===== src/hw/rtl/perspective_world_to_screen_macros.svh =====
// ---------------------------------------------------------------------------
// Assertion macros for the perspective projection block
// Compiled out when NO_ASSERTIONS is defined.
// ---------------------------------------------------------------------------
`ifndef PERSPECTIVE_WORLD_TO_SCREEN_MACROS_SVH
`define PERSPECTIVE_WORLD_TO_SCREEN_MACROS_SVH
`ifndef NO_ASSERTIONS
`define PWS_ASSERT(label, clk, rst_n, prop) \
  label: assert property (@(posedge clk) disable iff (!rst_n) prop) \
    else $error("assertion failed");
`define PWS_ASSERT_RST(label, clk, prop) \
  label: assert property (@(posedge clk) prop) else $error("assertion failed");
`else
`define PWS_ASSERT(label, clk, rst_n, prop)
`define PWS_ASSERT_RST(label, clk, prop)
`endif
`endif


===== src/hw/rtl/pws_queue.sv =====
// ---------------------------------------------------------------------------
// pws_queue
// Result queue; deep enough to drain the whole pipeline when stalled.
// ---------------------------------------------------------------------------
module pws_queue #(
  parameter int unsigned WIDTH = 26,
  parameter int unsigned DEPTH = 32
) (
  input  logic             clk_i,
  input  logic             rst_ni,
  input  logic             push_i,
  input  logic [WIDTH-1:0] data_i,
  input  logic             pop_i,
  output logic [WIDTH-1:0] data_o,
  output logic             empty_o,
  output logic [$clog2(DEPTH+1)-1:0] count_o
);
  localparam int unsigned AW = $clog2(DEPTH);
  logic [WIDTH-1:0] mem_q [DEPTH];
  logic [AW-1:0] wp_q, rp_q;
  logic [$clog2(DEPTH+1)-1:0] cnt_q;

  always_ff @(posedge clk_i or negedge rst_ni) begin
    if (!rst_ni) begin
      wp_q <= '0;
      rp_q <= '0;
      cnt_q <= '0;
    end else begin
      if (push_i) wp_q <= AW'(wp_q + 1'b1);
      if (pop_i) rp_q <= AW'(rp_q + 1'b1);
      cnt_q <= cnt_q + (push_i ? 1'b1 : 1'b0) - (pop_i ? 1'b1 : 1'b0);
    end
  end
  always_ff @(posedge clk_i) begin
    if (push_i) mem_q[wp_q] <= data_i;
  end
  assign data_o = mem_q[rp_q];
  assign empty_o = (cnt_q == '0);
  assign count_o = cnt_q;
endmodule


===== config.mk =====
export PLATFORM = sky130hd
export DESIGN_NAME = pws_queue
export DESIGN_NICKNAME = d
export VERILOG_FILES = /design/src/hw/rtl/perspective_world_to_screen_macros.svh /design/src/hw/rtl/pws_queue.sv
export SDC_FILE = /design/constraint.sdc
export NUM_CORES = 1
export LEC_CHECK = 0
export ABC_AREA = 1
export BUFFER_PORTS_ARGS = -buffer_cell sky130_fd_sc_hd__buf_2
export CELL_PAD_IN_SITES_DETAIL_PLACEMENT = 0
export CELL_PAD_IN_SITES_GLOBAL_PLACEMENT = 2
export CORE_UTILIZATION = 46
export CTS_CLUSTER_SIZE = 28
export DETAILED_ROUTE_END_ITERATION = 16
export PLACE_DENSITY_LB_ADDON = 0.1
export SLEW_MARGIN = 20
export SYNTH_ARGS = -nofsm -noshare
export SYNTH_HDL_FRONTEND = slang
export SYNTH_SLANG_ARGS = --single-unit

===== constraint.sdc =====
create_clock -name clk_i -period 7.5 [get_ports clk_i]
set_clock_uncertainty 0.15 [all_clocks]
set_input_delay 0 -clock clk_i [delete_from_list [all_inputs] [get_ports clk_i]]
set_output_delay 0 -clock clk_i [all_outputs]
set_load 0.05 [all_outputs]

* Yosys cells after proc, flatten, opt, wreduce, memory -nomap -nowiden
Memories as Yosys holds them, arrays and structs flattened.
Cells that the tools add are included.
** Operators by class
- Add/sub/neg operators :: 4
- Muxes and demuxes :: 4
- Reduce and logical (&&, ||, !) cells :: 1
** Operators with widths (count)
- $add 5x1->5 const B :: 2
- $add 6x1->6 :: 1
- $logic_not 6->1 :: 1
- $sub 6x1->6 :: 1
- $mux 1 :: 4
** Storage, ports and cells
- Register bits :: 16
- Memory bits (writable) :: 832
- Output and inout port bits :: 33
- Word-level logic and storage cells :: 13
- Memories :: 1
** Memory list
- mem_q :: words 32, width 26, rd ports 1, clocked after Yosys merged registers in 0, wr ports 1, line pws_queue.sv:19 : logic [WIDTH-1:0] mem_q [DEPTH];

* Depth between registers and ports, before layout
Gate-level depths: netlist of run 1.
- Depth in word-level cells :: 3
- Mapped depth :: 11
- Gate-level depth less buffers :: 11

* Worst setup path before layout of run 1
Ideal clock, no wire load.
- Path kind :: reg-to-reg
- Start :: reg wp_q[0]
- End :: mem mem_q[31][0], enable pin
- Library setup time :: 0.442 ns
- Arrival time :: 2.718 ns
- Required time :: 6.908 ns
- Slack :: 4.190 ns
- Cell stages (with the launch flop) :: 6
- Buffers on the path :: 0
- Clock period less this slack :: 3.310 ns
- Cell sequence :: dfrtp_1 -> ha_1 -> nand2_1 -> nor2_1 -> inv_1 -> nor3_1
** RTL lines
- start: declaration :: line pws_queue.sv:20 : logic [AW-1:0] wp_q, rp_q;
- start signal: assignment :: line pws_queue.sv:29 : if (push_i) wp_q <= AW'(wp_q + 1'b1);
- end: declaration :: line pws_queue.sv:19
No word-level cell before the write port.

* Worst setup path in the final report of run 1
- Start :: reg rp_q[0]
- End :: out data_o[13]
** On the way
- Cells in the longest elaborated chain, start to end :: 1
** Ends and longest elaborated chain
- start: declaration :: line pws_queue.sv:20
- start signal: assignment :: line pws_queue.sv:30 : if (pop_i) rp_q <= AW'(rp_q + 1'b1);
- $mem_v2 32x26
- end: declaration :: line pws_queue.sv:14 : output logic [WIDTH-1:0] data_o,
Every way passes these cells.

==> results of run 1 <==
path summary, 6_finish.rpt:
| kind | start | slack, ps | end | cells after the start |
|---|---|---|---|---|
| min | push_i | 100 | wp_q[0]$_DFFE_PN0P_ | 3 |
| min in group asynchronous | rst_ni | 410 | count_o[3]$_DFF_PN0_ | 3 |
| max reg2reg | wp_q[1]$_DFFE_PN0P_ | 4430 | mem_q[1][19]$_DFFE_PP_ | 5 |
| min reg2reg | wp_q[0]$_DFFE_PN0P_ | 420 | wp_q[0]$_DFFE_PN0P_ | 1 |
| max in group asynchronous | rst_ni | 6140 | rp_q[0]$_DFFE_PN0P_ | 3 |
| max | rp_q[0]$_DFFE_PN0P_ | 2900 | data_o[13] | 11 |
worst reg2reg max path, delay by kind of cell, from the launching register on:
kind                       cells  cell delay (ps)
adders and majority gates      1              150
buffers and inverters          2              590
DFF                            1              420
and+or+nand+nor                2             1410
report_power, final:
part / internal, W / switching, W
clock: 0.00237 / 0.00178
combinational: 0.00140 / 0.00417
sequential: 0.00553 / 0.000333
cell type report:
class | count | area (um2) | share of cell area, %
Antenna cell | 2 | 5.00 | 0.0124
Clock buffer | 125 | 2520 | 6.25
Multi-Input combinational cell | 1865 | 8230 | 20.4
Inverter | 442 | 1680 | 4.16
Sequential cell | 848 | 25400 | 63.0
Tap cell | 1030 | 1290 | 3.19
Timing Repair Buffer | 142 | 1030 | 2.55
Clock inverter | 37 | 190 | 0.471
layer usage:
metal | vias up | routed length [um] | global-route usage [%] | part of all wire [%]
met2 | 708 | 48100 | 42.2 | 47
met5 | - | 16 | 0 | 0.016
met3 | 138 | 6170 | 4.05 | 6.0
met4 | 4 | 1890 | 6.12 | 1.8
met1 | 11600 | 46700 | 38.2 | 45
li1 | 11100 | - | - | -
sequential cells by signal, summed over array words and instances, names as in the netlist:
register and cells:
count_o 6, mem_q 832, rp_q 5, wp_q 5
metrics by stage:
step	setup WS [ps]	power, W	hold slack [ps]	utilization, %
after floorplan	4190	0.00964	-446	-
after global placement	3610	0.0115	-193	48.7
after detailed placement	3620	0.0115	-186	48.8
after CTS	2940	0.0157	50.2	52.7
after global routing	2660	0.0164	95.7	52.8
final	2900	0.0156	98.0	52.8
cells by family (layout without fill, tap and decap cells):
kind of cell / count (synthesis) / count (layout)
buf+inv: 613 / 746
other cells: 0 / 2
simple gates: 1756 / 1756
compound gates: 85 / 85
fa+ha+maj: 14 / 14
flops: 848 / 848
xor+xnor: 10 / 10
repair_timing:
action                    CTS  global route
hold endpoints to repair  862             0
hold buffers               32             0
resized for setup           0             0
cells in the final DEF (no fill, tap or decap), drive strengths merged, types with 2 or more instances in the layout:
master	n
clkbuf	125
dlygate4sd3	32
inv	440
nand2	1163
edfxtp	832
a21oi	54
clkinv	38
nor2	88
nand3	499
diode	2
nand4	3
buf	110
o21ai	2
dfrtp	16
xor2	8
o211ai	27
xnor2	2
ha	13
nor3	3
==> flow_summary.ini, run 1 <==
[status]
status = completed

[die]
dieArea_um2 = 78900
dieWidth_um = 281
die_y_um = 281
pin_count = 63
start_util_pct = 46.8
core_um2 = 76500
rows = 101

[cts]
postCtsSetupBuffers = 0
cts_tree = done
cts.htree.levels = 3
clk_pin_slew_ps = 60
clock_sinks = 848
ctsLongestPathBuffers = 3
clk_latency_ps = 630
cts_buffers = 90
root_buffer = clkbuf_16

[grt]
grt_pass1_wl_mm = 150
grt_pass1_vias = 22500
grt_max_degree = 195
antenna_found_initial = 10
grt-ovfl-total = 0
track_usage_pct = 26.5

[synthesis]
muxShareOfSynthArea_pct = 0
yosys_warnings = 0
yosysUniqueCellTypes = 23
yosysSeqAreaShare_pct = 71.0
yosys.area_share.simple_pct = 20.2
synthTopCellsByArea = edfxtp_1 (70%), nand2_1 (12%), nand3_1 (7.0%)
synth_cells = 3326
yosys_register_bits = 848
synth_top_family_by_area = simple AND/OR/NAND/NOR gates
synth_edf_count = 832
yosys-top-cells-count = nand2_1 (1163), edfxtp_1 (832), nand3_1 (499), inv_1 (437), nor2_1 (88)
syn-num-nets = 3370
synth_top_area_cell = edfxtp_1
yosys.area.top_type_share_pct = 69.8
synth_xor_area_share_pct = 0.245
synth_fa_ha_area_share_pct = 0.511
synthArstFlopShare_pct = 1.89
synth_flop_cell = edfxtp_1
postSynthAreaPerCell_um2 = 10.8
synth-compound-area-share_pct = 1.39
synth_most_common_cell = nand2_1
syn_area_um2 = 35800

[timing]
tns_ps = 0
worst_pin_slew_ps = 1120
fin_crit_sh_pct = 61.3
finalSetupViolCount = 0
fin_crit_ps = 4600
relSlewSlack_pct = 25.4
fmax_mhz = 217
drv_slew = 0
hold_viol_final = 0
rsz0062_at_grt = false

[critical_path]
startpoint_type = flop
path_buf_inv = 4
cp_max_fo = 87
end_kind = output pin
crit_required_ps = 7350
critPathKind = reg2out
cp_cell_sequence = buf_4 -> buf_4 -> nand2_1 -> nand3_1 -> nand3_1 -> nand2_1 -> nor2_1 -> nand2_1 -> nand2_1 -> inv_1 -> buf_2
critPathMaxStageDelay_ps = 1120
critical-path-top-delay-family = buffers and inverters
slowest_stage = dfrtp_4
cp_common_cell = nand2_1
critPathArrivalTime_ps = 4450

[route]
drc = 0
wirelength_mm = 103
post_drt_wl_per_cell_um = 22.9
vias_per_cell = 5.23
final_antenna_net_count = 0
dr.pass1.iters = 5
vias = 23500
drt-initial-drc-count = 2312

[power_and_ir_drop]
ir_worst_vdd_v = 0.000333
power_density_nw_per_um2 = 386
p_leak_nw = 16.2

[placed_design]
placed_cell_area_um2 = 37300
port_buffers = 62
dp_hpwl_mm = 51.4
numPlacedInstances = 4295
gp_congestion = 0.771

[layout]
drive_above_1_share_pct = 7.72
fillerInstances = 6667
area_growth_pct = 12.8
final_nets = 3433
stdcell_count = 4491
post-route-cell-area_um2 = 40300

[min_path]
holdCritPathClass = in2reg

[run]
drv_cap = 0
Note: power is estimated with default switching activity, not from simulation.
==> run 2, diff against run 1 <==
--- a/config.mk
+++ b/config.mk
@@ -9,7 +9,7 @@
 export BUFFER_PORTS_ARGS = -buffer_cell sky130_fd_sc_hd__buf_2
 export CELL_PAD_IN_SITES_DETAIL_PLACEMENT = 0
 export CELL_PAD_IN_SITES_GLOBAL_PLACEMENT = 2
-export CORE_UTILIZATION = 46
+export CORE_UTILIZATION = 38
 export CTS_CLUSTER_SIZE = 28
 export DETAILED_ROUTE_END_ITERATION = 16
 export PLACE_DENSITY_LB_ADDON = 0.1
==> constraint.sdc (replaced) <==
create_clock -name clk_i -period 3.7 [get_ports clk_i]
set_clock_uncertainty 0.15 [all_clocks]
set_input_delay 0 -clock clk_i [delete_from_list [all_inputs] [get_ports clk_i]]
set_output_delay 0 -clock clk_i [all_outputs]
set_load 0.05 [all_outputs]
==> flow_summary.ini, run 2 (synthesis results as in run 1) <==
[critical_path]
r2r_start = wp_q[0]$_DFFE_PN0P_
critPathKind = reg2out
regToRegSetupSlack_ps = 920
r2r_end = mem_q[23][2]$_DFFE_PP_
end_kind = output pin
critPathArrivalTime_ps = 3130
startpoint_type = flop
reg2regPathDepth = 6
critPathMaxStageDelay_ps = 720
crit_required_ps = 3550
slowest_stage = buf_4
cp_cell_sequence = buf_4 -> nand3_1 -> nand3_1 -> nand2_1 -> nand2_1 -> inv_1 -> buf_2
cp_max_fo = 37

[layout]
fin_util_pct = 44.6
largest_reg_flops = 832
post-route-cell-area_um2 = 41600
layout_commonest_cell = nand2_1
area_growth_pct = 16.2
drive_above_1_share_pct = 9.00
stdcell_count = 4755
final_nets = 3472
regMostFlops = mem_q
layout_common_cells = nand2_1 (1162), edfxtp_1 (832), nand3_1 (499), inv_1 (435), clkbuf_16 (98)

[die]
core_um2 = 93300
dieWidth_um = 309
pin_count = 63
dieArea_um2 = 95400
start_util_pct = 38.3
rows = 112
die_y_um = 309

[status]
status = completed

[timing]
finalSetupViolCount = 0
fmax_mhz = 305
rsz0062_at_grt = false
tns_ps = 0
fin_crit_ps = 3280
fin_crit_sh_pct = 88.6
drv_slew = 0
relSlewSlack_pct = 33.2
hold_slack_ps = 52.6
hold_viol_final = 0
worst_pin_slew_ps = 999

[route]
post_drt_wl_per_cell_um = 24.0
final_antenna_net_count = 0
drc = 0
dr.pass1.iters = 5
drt-initial-drc-count = 2082
wirelength_mm = 114
vias_per_cell = 5.01
vias = 23800

[placed_design]
dp_hpwl_mm = 63.1
placed_cell_area_um2 = 38300
gp_congestion = 0.777
numPlacedInstances = 4555
port_buffers = 62

[power_and_ir_drop]
p_leak_nw = 16.7
power_density_nw_per_um2 = 814
ir_worst_vdd_v = 0.000649

[cts]
ctsLongestPathBuffers = 3
clock_sinks = 848
root_buffer = clkbuf_16
clk_latency_ps = 660
cts_resized = 0
cts_buffers = 95
cts.htree.levels = 3
cts_tree = done
clk_pin_slew_ps = 60

[min_path]
holdCritPathClass = in2reg
hold_end = wp_q[0]$_DFFE_PN0P_
worstHoldPathCells = 3
hold_start = push_i

[run]
drv_cap = 0

[grt]
grt_pass1_wl_mm = 165
grt-ovfl-total = 0
track_usage_pct = 24.3
grt_pass1_vias = 23500
grt_max_degree = 132
antenna_found_initial = 3
## run 2: cell count changes in the layout (fill, tap and decap cells not counted), moves of 2 or more
cell,before,now
clkbuf_1,27,20
buf_4,45,54
buf_2,62,54
buf_12,1,38
clkinv_2,16,18
clkbuf_16,95,98
clkbuf_8,3,0
clkinv_1,21,23
dlygate4sd3_1,32,30
bufinv_16,1,8
## run 2: stage by stage
stage	worst slack (ps)	total power, W
final	423	0.0339
after global routing	295	0.0356
after CTS	359	0.0342
after detailed placement	918	0.0250
after global placement	952	0.0250
after floorplan	390	0.0195
## run 2: critical path: cells and delay by family (launching register included)
kind	cells	cell delay, ps
buf+inv	3	980
simple gates	4	790
flops	1	660
## run 2: where the power goes
group          switching, W  internal, W
logic               0.00965      0.00349
clock network       0.00382      0.00536
registers          0.000319       0.0112
total                0.0138       0.0201
## run 2: layout make-up
type | count | area (um2)
Inverter | 442 | 1670
Sequential cell | 848 | 25400
Antenna cell | 1 | 2.50
Clock buffer | 118 | 2530
Tap cell | 1254 | 1570
Multi-Input combinational cell | 1865 | 8230
Clock inverter | 51 | 447
Timing Repair Buffer | 176 | 1740
Fill cell | 8814 | 51700
## run 2: timing repair
item / in CTS / in global routing
hold buffers: 30 / 0
hold endpoints to repair: 862 / 0
setup buffers: 0 / 0
## run 2: how the worst max path moves through the flow
stage | start | end | slack [ps]
2_1_floorplan | wp_q[0]$_DFFE_PN0P_ | mem_q[31][0]$_DFFE_PP_ | 390
3_3_place_gp | wp_q[0]$_DFFE_PN0P_ | mem_q[23][15]$_DFFE_PP_ | 950
3_5_place_dp | wp_q[0]$_DFFE_PN0P_ | mem_q[23][24]$_DFFE_PP_ | 920
4_1_cts | rp_q[2]$_DFFE_PN0P_ | data_o[1] | 360
5_1_grt | rp_q[0]$_DFFE_PN0P_ | data_o[18] | 290
6_report | rp_q[2]$_DFFE_PN0P_ | data_o[1] | 420
## run 2: layer usage
layer  global-route usage [%]  share of wire, %
met4                     6.92               2.4
met1                     34.6                46
met5                        0                 0
met3                     3.23               5.1
met2                     38.9                46
==> run 3, diff against run 2 <==
--- a/config.mk
+++ b/config.mk
@@ -12,7 +12,7 @@
 export CORE_UTILIZATION = 38
 export CTS_CLUSTER_SIZE = 28
 export DETAILED_ROUTE_END_ITERATION = 16
-export PLACE_DENSITY_LB_ADDON = 0.1
+export PLACE_DENSITY = 0.81
 export SLEW_MARGIN = 20
 export SYNTH_ARGS = -nofsm -noshare
 export SYNTH_HDL_FRONTEND = slang
==> flow_summary.ini, run 3 (synthesis results as in run 1) <==
[cts]
cts_tree = done
clk_pin_slew_ps = 60
clock_sinks = 848
ctsLongestPathBuffers = 3
root_buffer = clkbuf_16
cts.htree.levels = 3
cts_buffers = 90
cts_resized = 0
clk_latency_ps = 640

[die]
die_y_um = 309
dieArea_um2 = 95400
start_util_pct = 38.3
pin_count = 63
rows = 112
dieWidth_um = 309
core_um2 = 93300

[route]
wirelength_mm = 105
vias = 23500
drc = 0
drt-initial-drc-count = 2090
vias_per_cell = 4.94
dr.pass1.iters = 6
post_drt_wl_per_cell_um = 22.0
final_antenna_net_count = 0

[grt]
grt_pass1_wl_mm = 153
grt_max_degree = 159
grt-ovfl-total = 0
grt_pass1_vias = 22000
antenna_found_initial = 5
track_usage_pct = 22.2

[layout]
fillerInstances = 8770
largest_reg_flops = 832
layout_commonest_cell = nand2_1
drive_above_1_share_pct = 8.82
fin_util_pct = 44.4
regMostFlops = mem_q
post-route-cell-area_um2 = 41500
layout_common_cells = nand2_1 (1162), edfxtp_1 (832), nand3_1 (499), inv_1 (435), clkbuf_16 (91)
area_growth_pct = 15.9
final_nets = 3462
stdcell_count = 4746

[timing]
fin_crit_ps = 3450
rsz0062_at_grt = false
finalSetupViolCount = 0
relSlewSlack_pct = 35.6
tns_ps = 0
hold_viol_final = 0
drv_slew = 0
hold_slack_ps = 56.1
fin_crit_sh_pct = 93.3
worst_pin_slew_ps = 966
fmax_mhz = 290

[critical_path]
reg2regPathDepth = 6
critical_path_depth = 11
regToRegSetupSlack_ps = 920
critPathArrivalTime_ps = 3300
critPathMaxStageDelay_ps = 610
crit_required_ps = 3550
cp_max_fo = 90
critical-path-top-delay-family = buffers and inverters
cp-startpoint = rp_q[0]$_DFFE_PN0P_
critPathKind = reg2out
startpoint_type = flop
r2r_start = wp_q[0]$_DFFE_PN0P_
slowest_stage = dfrtp_4
cp_common_cell = nand2_1
end_kind = output pin
path_buf_inv = 4
cp_cell_sequence = inv_8 -> buf_4 -> nand2_1 -> nand2_1 -> nand2_1 -> a21oi_1 -> nor2_1 -> nand2_1 -> nand2_1 -> inv_1 -> buf_2

[power_and_ir_drop]
ir_worst_vdd_v = 0.000718
power_density_nw_per_um2 = 802
p_leak_nw = 16.6

[status]
status = completed

[run]
drv_cap = 0

[min_path]
hold_start = pop_i
holdCritPathClass = in2reg
worstHoldPathCells = 3

[placed_design]
placed_cell_area_um2 = 38400
gp_congestion = 0.779
dp_hpwl_mm = 56.8
numPlacedInstances = 4550
port_buffers = 62
==> run 3: changes by cell type in the layout (fill, tap and decap cells not counted) <==
| cell | previous run | this run |
|---|---|---|
| clkbuf_1 | 20 | 18 |
| clkbuf_16 | 98 | 91 |
| bufinv_16 | 8 | 6 |
| buf_2 | 54 | 48 |
| buf_4 | 54 | 48 |
| clkinv_8 | 1 | 2 |
| clkinv_4 | 0 | 3 |
| inv_2 | 4 | 3 |
| clkinvlp_4 | 0 | 2 |
| buf_12 | 38 | 45 |
| inv_6 | 2 | 4 |
==> run 3: tightest hold or removal path, stage by stage <==
cell	delay, ps
dlygate4sd3_1	520
buf_2	200
xor2_1	90
==> run 3: final timing paths <==
path | to
worst max-delay path | data_o[6]
worst min register to register | wp_q[0]$_DFFE_PN0P_
min in group asynchronous | count_o[0]$_DFF_PN0_
worst max register to register | mem_q[15][10]$_DFFE_PP_
worst min-delay path | rp_q[0]$_DFFE_PN0P_
max in group asynchronous | rp_q[2]$_DFFE_PN0P_
==> run 3: layer usage <==
metal  global-route usage (%)  vias up  wire (um)
met1                     32.5    11500      48900
met2                     34.9      656      48100
met4                     5.20        8       1880
met5                        0        -         54
li1                         -    11200          -
met3                     2.89      125       5780
==> run 3: final cells by class <==
type	count	area, um2	area share (%)
diodes	1	2.50	0.00603
well taps	1254	1570	3.78
repair buffers	171	1800	4.34
multi-input cells	1865	8230	19.8
flip-flops and latches	848	25400	61.2
clock inverters	56	458	1.10
clock buffers	109	2340	5.65
inverters	442	1670	4.04
==> run 3: timing repair <==
| action | CTS | global route |
|---|---|---|
| buffers inserted | 0 | 0 |
| hold buffers | 30 | 0 |
| setup endpoints to repair | 0 | 0 |
| hold endpoints to repair | 862 | 0 |
==> run 3: through the flow <==
stage | power, W | worst slack [ps]
floorplan | 0.0195 | 390
global placement | 0.0248 | 881
detailed placement | 0.0248 | 922
CTS | 0.0335 | 227
global route | 0.0350 | 68.8
finish | 0.0333 | 246
==> run 3: power breakdown <==
part | switching, W | internal (W) | leakage (nW)
sequential | 0.000321 | 0.0112 | 7.68
clock | 0.00375 | 0.00494 | 1.38
combinational | 0.00937 | 0.00368 | 7.56
